[config.mk]
export PLATFORM = sky130hd
export DESIGN_NAME = arinc429_bipolar_rz_transmitter
export DESIGN_NICKNAME = d
export VERILOG_FILES = /design/src/rtl/a429_tx_pkg.sv /design/src/rtl/arinc429_bipolar_rz_transmitter.sv /design/src/rtl/a429_tx_cell.sv
export VERILOG_INCLUDE_DIRS = /design/src /design/src/rtl
export SDC_FILE = /design/constraint.sdc
export NUM_CORES = 1
export LEC_CHECK = 0
export BUFFER_PORTS_ARGS = -buffer_cell sky130_fd_sc_hd__buf_2
export CORE_MARGIN = 2
export CORE_UTILIZATION = 53
export CTS_CLUSTER_DIAMETER = 150
export DETAILED_ROUTE_END_ITERATION = 8
export PLACE_DENSITY = 0.84
export SLEW_MARGIN = 20
export SYNTH_ARGS = -nofsm -noshare
export SYNTH_HDL_FRONTEND = slang
export SYNTH_SLANG_ARGS = --single-unit
export TNS_END_PERCENT = 50
[constraint.sdc]
create_clock -name clk_i -period 4.6 [get_ports clk_i]
set_input_delay 0.46 -clock clk_i [delete_from_list [all_inputs] [get_ports clk_i]]
set_output_delay 0.46 -clock clk_i [all_outputs]
set_load 0.01 [all_outputs]
[src/rtl/arinc429_bipolar_rz_transmitter_defines.svh]
// assertion macros for the bipolar return-to-zero transmitter
// expects clk_i and rst_ni in the scope of each use
`ifndef ARINC429_BIPOLAR_RZ_TRANSMITTER_DEFINES_SVH
`define ARINC429_BIPOLAR_RZ_TRANSMITTER_DEFINES_SVH

// check a property on every clock edge out of reset
`define A429_ASSERT(lbl, prop, msg) \
  lbl: assert property (@(posedge clk_i) disable iff (!rst_ni) (prop)) else $error(msg);

// check a property on every clock edge, reset included
`define A429_ASSERT_ALWAYS(lbl, prop, msg) \
  lbl: assert property (@(posedge clk_i) (prop)) else $error(msg);

`endif

[src/rtl/a429_tx_pkg.sv]
// shared types and constants for the bipolar return-to-zero transmitter
// no dependencies
package a429_tx_pkg;

  // word geometry
  localparam int WORD_BITS = 32;
  localparam int IN_BITS   = 32;
  localparam int POS_W     = $clog2(WORD_BITS);

  // configuration register map
  localparam int GAP_W = 8;
  localparam logic [GAP_W-1:0] GAP_RESET = 8'd8;
  localparam logic REG_GAP = 1'b0;

  // input transfer payload
  typedef struct packed {
    logic              post_word;
    logic [IN_BITS-1:0] word_in;
  } a429_in_t;

  // output transfer payload
  typedef struct packed {
    logic line_a;
    logic line_b;
    logic busy_res;
    logic word_loaded;
  } a429_out_t;

  // per-tick control to the shift cells
  typedef struct packed {
    logic load;
    logic shift;
  } a429_cell_ctl_t;

endpackage

[src/rtl/arinc429_bipolar_rz_transmitter.sv]
// top level of the bipolar return-to-zero word transmitter
// depends on a429_tx_pkg, a429_tx_cell and the assertion macro header
//
// channel  | direction | payload     | meaning
// in       | input     | a429_in_t   | one half-bit tick, optional word post
// out      | output    | a429_out_t  | line levels and status for that tick
// apb      | input     | gap (8 bit) | null half-bits after each word
//
// one tick is taken every clock cycle while the output is not stalled; its result appears
// in the output register in the next cycle, set by the single state update per tick
// the word shifts one cell per bit through a chain of WORD_BITS cells
// a stalled output holds the result and stops intake until it is taken
// reset leaves the block idle with no output valid and a gap of 8
`include "arinc429_bipolar_rz_transmitter_defines.svh"
module arinc429_bipolar_rz_transmitter
  import a429_tx_pkg::*;
(
  input  logic        clk_i,
  input  logic        rst_ni,
  input  logic        in_valid_i,
  output logic        in_ready_o,
  input  a429_in_t    in_data_i,
  output logic        out_valid_o,
  input  logic        out_ready_i,
  output a429_out_t   out_data_o,
  input  logic        psel,
  input  logic        penable,
  input  logic        pwrite,
  input  logic [2:0]  paddr,
  input  logic [31:0] pwdata,
  output logic [31:0] prdata,
  output logic        pready
);

  logic [GAP_W-1:0]   gap_cfg_q;
  logic               pend_q, pend_d;
  logic [IN_BITS-1:0] pend_word_q, pend_word_d;
  logic               active_q, active_d;
  logic               half_q, half_d;
  logic [POS_W-1:0]   pos_q, pos_d;
  logic [GAP_W-1:0]   gap_q, gap_d;
  logic               out_valid_q;
  a429_out_t          out_q, out_d;

  logic               tick;
  logic               pend_any;
  logic               load;
  logic               act;
  logic               half_eff;
  logic [POS_W-1:0]   pos_eff;
  logic [IN_BITS-1:0] load_word;
  logic               tx_bit;
  a429_cell_ctl_t     cell_ctl;
  logic [WORD_BITS-1:0] chain;

  // configuration port
  assign pready = 1'b1;
  assign prdata = (paddr[2] == REG_GAP) ? {{(32-GAP_W){1'b0}}, gap_cfg_q} : 32'd0;

  always_ff @(posedge clk_i or negedge rst_ni) begin
    if (!rst_ni) begin
      gap_cfg_q <= GAP_RESET;
    end else if (psel && penable && pwrite && pready && (paddr[2] == REG_GAP)) begin
      gap_cfg_q <= pwdata[GAP_W-1:0];
    end
  end

  // handshake: take a tick whenever the output register is free or draining
  assign in_ready_o = !out_valid_q || out_ready_i;
  assign tick       = in_valid_i && in_ready_o;

  // pending word and load decision
  assign pend_any  = in_data_i.post_word || pend_q;
  assign load_word = in_data_i.post_word ? in_data_i.word_in : pend_word_q;
  assign load      = pend_any && !active_q;
  assign act       = active_q || load;
  assign half_eff  = load ? 1'b0 : half_q;
  assign pos_eff   = load ? '0 : pos_q;
  assign tx_bit    = load ? load_word[0] : chain[0];

  // tick sequencer
  always_comb begin
    pend_d      = pend_q;
    pend_word_d = pend_word_q;
    active_d    = active_q;
    half_d      = half_q;
    pos_d       = pos_q;
    gap_d       = gap_q;
    cell_ctl    = '0;
    out_d       = '0;
    if (tick) begin
      if (in_data_i.post_word) begin
        pend_d      = 1'b1;
        pend_word_d = in_data_i.word_in;
      end
      if (load) begin
        pend_d        = 1'b0;
        cell_ctl.load = 1'b1;
        out_d.word_loaded = 1'b1;
      end
      active_d = act;
      half_d   = half_eff;
      pos_d    = pos_eff;
      if (act) begin
        out_d.busy_res = 1'b1;
        if (gap_q != '0) begin
          // trailing null gap
          gap_d = gap_q - 1'b1;
          if (gap_q == GAP_W'(1)) begin
            active_d = 1'b0;
            pos_d    = '0;
          end
        end else if (!half_eff) begin
          // first half carries the bit
          out_d.line_a = tx_bit;
          out_d.line_b = !tx_bit;
          half_d       = 1'b1;
        end else begin
          // second half is null, move to the next bit
          half_d         = 1'b0;
          cell_ctl.shift = 1'b1;
          if (pos_eff == POS_W'(WORD_BITS - 1)) begin
            pos_d = '0;
            gap_d = gap_cfg_q;
            if (gap_cfg_q == '0) begin
              active_d = 1'b0;
            end
          end else begin
            pos_d = pos_eff + 1'b1;
          end
        end
      end
    end
  end

  // control registers
  always_ff @(posedge clk_i or negedge rst_ni) begin
    if (!rst_ni) begin
      pend_q      <= 1'b0;
      active_q    <= 1'b0;
      half_q      <= 1'b0;
      pos_q       <= '0;
      gap_q       <= '0;
      out_valid_q <= 1'b0;
    end else begin
      pend_q   <= pend_d;
      active_q <= active_d;
      half_q   <= half_d;
      pos_q    <= pos_d;
      gap_q    <= gap_d;
      if (tick) begin
        out_valid_q <= 1'b1;
      end else if (out_ready_i) begin
        out_valid_q <= 1'b0;
      end
    end
  end

  // payload registers
  always_ff @(posedge clk_i) begin
    pend_word_q <= pend_word_d;
    if (tick) begin
      out_q <= out_d;
    end
  end

  assign out_valid_o = out_valid_q;
  assign out_data_o  = out_q;

  // shift chain, bit 0 is the one on the line
  for (genvar i = 0; i < WORD_BITS; i++) begin : g_cell
    logic load_bit;
    logic next_bit;
    if (i < IN_BITS) begin : g_in
      assign load_bit = load_word[i];
    end else begin : g_pad
      assign load_bit = 1'b0;
    end
    if (i == WORD_BITS - 1) begin : g_end
      assign next_bit = 1'b0;
    end else begin : g_mid
      assign next_bit = chain[i+1];
    end
    a429_tx_cell u_cell (
      .clk_i      (clk_i),
      .ctl_i      (cell_ctl),
      .load_bit_i (load_bit),
      .next_bit_i (next_bit),
      .bit_o      (chain[i])
    );
  end

  // checks
  `A429_ASSERT(a_lines_exclusive, out_valid_q |-> !(out_q.line_a && out_q.line_b), "both lines high")
  `A429_ASSERT(a_load_drives_bit, out_valid_q && out_q.word_loaded |-> out_q.busy_res && (out_q.line_a ^ out_q.line_b), "load tick without a first half bit")
  `A429_ASSERT(a_gap_when_active, (gap_q != '0) || half_q |-> active_q, "gap or half set while idle")
  `A429_ASSERT(a_tick_gives_result, tick |=> out_valid_q, "accepted tick without result")
  `A429_ASSERT_ALWAYS(a_reset_idle, !rst_ni |=> !active_q || !$past(rst_ni), "not idle after reset")

endmodule

[src/rtl/a429_tx_cell.sv]
// one bit cell of the transmit shift chain
// depends on a429_tx_pkg
module a429_tx_cell
  import a429_tx_pkg::*;
(
  input  logic           clk_i,
  input  a429_cell_ctl_t ctl_i,
  input  logic           load_bit_i,
  input  logic           next_bit_i,
  output logic           bit_o
);

  logic bit_q;
  logic bit_d;

  // load a new word bit or take the neighbor's bit
  always_comb begin
    bit_d = bit_q;
    if (ctl_i.load) begin
      bit_d = load_bit_i;
    end else if (ctl_i.shift) begin
      bit_d = next_bit_i;
    end
  end

  always_ff @(posedge clk_i) begin
    bit_q <= bit_d;
  end

  assign bit_o = bit_q;

endmodule
Word-level counts from Yosys, hierarchy flattened
Cells that the tools add are included.

Add/subtract/negate cells: 2. Equal/unequal tests: 2. Muxes and demuxes: 96. Bitwise operators: 2. Reductions and logical operators: 21.

Operators with widths (number): 1-bit two-way mux (84); 32-bit two-way mux (1); 8-bit two-way mux (4); 5-bit two-way mux (6); 2-bit nonzero test (5); 8-bit by 1-bit equality test with 1-bit output (second input constant) (1); 8-bit logical NOT (1); 8-bit nonzero test (1); 8-bit by 1-bit subtractor with 8-bit output (second input constant) (1); 5-bit by 1-bit adder with 5-bit output (second input constant) (1); 5-bit equality test (second input constant) (1); 1-bit logical AND (5); 4-bit AND reduction (1); 1-bit logical NOT (3); 1-bit logical OR (3); 3-bit OR reduction (1); 2-bit two-way mux (1); 1-bit inverter (2); 2-bit AND reduction (1).

Bits in registers: 93. Output and inout port bits: 39.

Logic depth before layout (Yosys ltp)
Depth after elaboration: 9. Gate-level depth with buffers: 12.

Hierarchy
From an unflattened synthesis, not the netlist that was laid out.

Cell total of the unflattened synthesis: 365. Area total of the unflattened synthesis: 4962.3 sq um.

By module, submodules not included: arinc429_bipolar_rz_transmitter (instances 1, cells each 269, area an instance 3320.7 sq um, sequential area each 1707.9 sq um); a429_tx_cell (instances 32, cells each 3, area an instance 51.3 sq um, sequential area each 30.0 sq um).

Least setup slack after synthesis
OpenSTA, ideal clock, no wires.

Path type: register to register. From: register gap_q[0]. To: register g_cell[0].u_cell.bit_q (enable). Library setup time: 0.432 ns. Arrival: 3.165 ns. Required time: 4.168 ns. Path slack: 1.003 ns. Stages on the path, launching flop included: 9. Buffers on the path: 0. Period minus slack after synthesis: 3.597 ns. Path through: dfrtp_1 inv_1 ha_1 nor3b_1 nand2_1 inv_1 ha_1 inv_1 a21oi_1.

Cells in the longest elaborated chain, start to end: 5.

Ends and longest elaborated chain: start, declared (RTL line arinc429_bipolar_rz_transmitter.sv:41) `logic [GAP_W-1:0] gap_q, gap_d;`; start signal, assigned (RTL line arinc429_bipolar_rz_transmitter.sv:150) `gap_q <= gap_d;`; 8-bit nonzero test (RTL line arinc429_bipolar_rz_transmitter.sv:106) `if (gap_q != '0) begin`; 1-bit two-way mux (RTL line arinc429_bipolar_rz_transmitter.sv:106); 1-bit two-way mux (RTL line arinc429_bipolar_rz_transmitter.sv:104) `if (act) begin`; 2-bit two-way mux (RTL line arinc429_bipolar_rz_transmitter.sv:91) `if (tick) begin`; 2-bit nonzero test (no line); end signal, assigned (RTL line a429_tx_cell.sv:27) `bit_q <= bit_d;`; end, declared (RTL line a429_tx_cell.sv:13) `logic bit_q;`.

No other way between the ends. A chain may end at the register's enable or synchronous reset.

Final worst setup path
From: register gap_q[0]. To: register g_cell[11].u_cell.bit_q (enable).

Cells in the longest elaborated chain, start to end: 5.

Ends and longest elaborated chain (RTL line): 8-bit nonzero test (arinc429_bipolar_rz_transmitter.sv:106); 1-bit two-way mux (arinc429_bipolar_rz_transmitter.sv:106); 1-bit two-way mux (arinc429_bipolar_rz_transmitter.sv:104); 2-bit two-way mux (arinc429_bipolar_rz_transmitter.sv:91); 2-bit nonzero test (no line); end signal, assigned (a429_tx_cell.sv:27); end, declared (a429_tx_cell.sv:13).

No other way between the ends.

==> out/metrics.cfg <==
[synth]
synthTopCellsByCount = mux2_2 (70), edfxtp_1 (68), buf_4 (25), dfrtp_1 (24), nand2_1 (21)
avgSynthCellArea_um2 = 13.4
synthDistinctLibCells = 53
synth_top_area_share_pct = 44.6
synth_seq_area_share_pct = 58.3
synth-seq-cells = 93
syn_area_um2 = 4580
synth-edff-count = 68
yosysTopAreaCell = edfxtp_1
async_reset_ff_share_pct = 26.9
ys.flop_type = edfxtp_1
syn_inst = 343
yosys-top-cells-area = edfxtp_1 (45%), mux2_2 (17%), dfrtp_1 (13%)
synth.most_common_cell = mux2_2
synth_warnings = 0

[final_layout]
layout-drive-gt1-share_pct = 39.1
finalNetCount = 492
multi_input_area_um2 = 1720
diodes = 0
nFillCells = 651
syn_to_final_growth_pct = 12.1
seqCellArea_um2 = 2670
postLayoutCellArea_um2 = 5140
final_util_pct = 61.9

[worst_hold_path]
hold_class = input pin to asynchronous set/reset pin

[setup_path]
path_max_fanout = 24
cp.arrival_ns = 3.50
start_kind = register
endpoint_kind = register
crit_required_ns = 4.67
path_class = register to register

[global_route]
grt_overflow = 0
antenna_found_initial = 0
grt_pass1_wl_mm = 13.8
grt_pass1_vias = 2868
grt_start_max_net_pins = 38
track_usage_pct = 18.1

[route]
wl_per_cell_um = 15.7
routed_wl_mm = 8.13
drcViolationCount = 0
viasPerCell = 5.54
ant_nets = 0
drtIter0Drc = 155
num_vias = 2874
drt_first_pass_iters = 4

[floorplan]
row_count = 33
coreArea_um2 = 8300
fp.dieW_um = 97.0
dieArea_um2 = 9400
num_io_pins = 114
initial_core_util_pct = 55.2
die_height_um = 97.0

[clock_network]
cts-root-buf = clkbuf_8
cts_max_level = 3
clock_latency_ns = 0.37
post_cts_buffers = 0
clk_pin_slew_ns = 0.09
cts_sinks = 93
cts_buffers = 9
cts_buffer_depth = 2
ctsResizeCount = 0
cts_tree = built
postCtsHoldBufs = 0

[place]
dpl_cell_area_um2 = 4930
place_congestion = 0.833
port_buffers = 62
pre_cts_slack_ns = 1.17
hpwl_mm = 5.69

[timing]
max_freq_mhz = 292
fin_crit_sh_pct = 74.5
slew_viol_final = 0
fin_setup_tns_ns = 0
post-route-min-period_ns = 3.42
setup_ws_ns = 1.18
skew_ns = 0.0153
max_slew_margin_pct = 47.5
final-setup-viol-count = 0
rsz0062_at_grt = no
worstMarginPinSlew_ns = 0.786
final_hold_viol_count = 0

[power]
p_per_area_nw_per_um2 = 407
leakage_nw = 2.04
ir_drop_mv = 0.189

[status]
status = finished, final reports clean

[job]
cap_violations = 0

-- report_power, final --
part | internal [mW] | total (mW) | switching [mW] | leakage, nW
Combinational | 0.192 | 0.418 | 0.227 | 0.991
Sequential | 1.02 | 1.11 | 0.0926 | 0.943
Clock | 0.260 | 0.558 | 0.298 | 0.103
Total | 1.47 | 2.09 | 0.617 | 2.04
-- through the flow --
step,hold slack [ns],total power [mW],cells
floorplan,0.164,1.43,366
global placement,0.492,1.53,503
detailed placement,0.496,1.55,503
CTS,0.104,2.10,519
global route,0.137,2.20,519
finish,0.0835,2.09,519
-- metal layers --
metal	wire length, um	GRT usage [%]	share of wire, %
met5	0	0	0
met4	177	7.58	2.2
met3	443	2.75	5.5
met2	3850	28.9	47
met1	3660	25.0	45
-- layout by cell type (no fill, tap or decap), types with 5 or more instances in the layout --
master	Yosys	routed
nor2_1	8	8
a31oi_1	5	5
nor3_1	6	6
clkbuf_8	0	9
conb_1	2	25
edfxtp_1	68	68
nand3_1	8	8
ha_1	8	8
dfrtp_1	24	24
a21oi_1	8	7
nor2b_1	10	10
inv_1	15	15
nand2_1	21	21
buf_2	3	62
mux2_2	70	70
buf_4	25	6
o21ai_0	7	7
-- final cells by class --
cell class	instances	area share, %
sequential	93	52.0
timing repair buffer	68	6.92
multi-input combinational	222	33.5
tap	105	2.56
inverter	15	1.10
clock inverter	7	1.56
clock buffer	9	2.41
-- worst max-delay path: stages (launching register included) --
cell and delay [ns]:
dfrtp_1 0.44, inv_1 0.13, ha_1 0.24, nor3b_1 0.54
nand2_1 0.41, inv_1 0.25, ha_1 0.17, inv_1 0.06
a21oi_4 0.63, buf_4 0.27
-- registers in the layout, summed over array words and instances, names as in the netlist --
name                 count
active_q                 1
g_cell.u_cell.bit_o     32
gap_cfg_q                8
gap_q                    8
half_q                   1
out_data_o               4
out_valid_o              1
pend_q                   1
pend_word_q             32
pos_q                    5
-- logic make-up (layout without fill, tap and decap cells) --
family	Yosys count	in the layout	share of synthesized area (%)
mux	71	71	17.4
simple gates	74	74	9.12
buf+inv	51	99	6.31
other cells	2	25	0.164
compound gates	44	44	6.53
flops	93	93	58.3
fa+ha+maj	8	8	2.19
-- path summary, 6_finish.rpt --
check,startpoint,end,slack (ns),depth (start not counted)
min in group clk_i,pwdata[7],gap_cfg_q[7],0.33,2
worst max-delay path,gap_q[0],g_cell[11].u_cell.bit_o,1.18,9
max in group asynchronous,rst_ni,gap_q[5],4.14,1
worst min register to register,pend_q,pend_q,0.53,2
worst max register to register,gap_q[0],g_cell[11].u_cell.bit_o,1.18,9
worst min-delay path,rst_ni,pos_q[1],0.08,1
(Power assumes the default switching activity.)
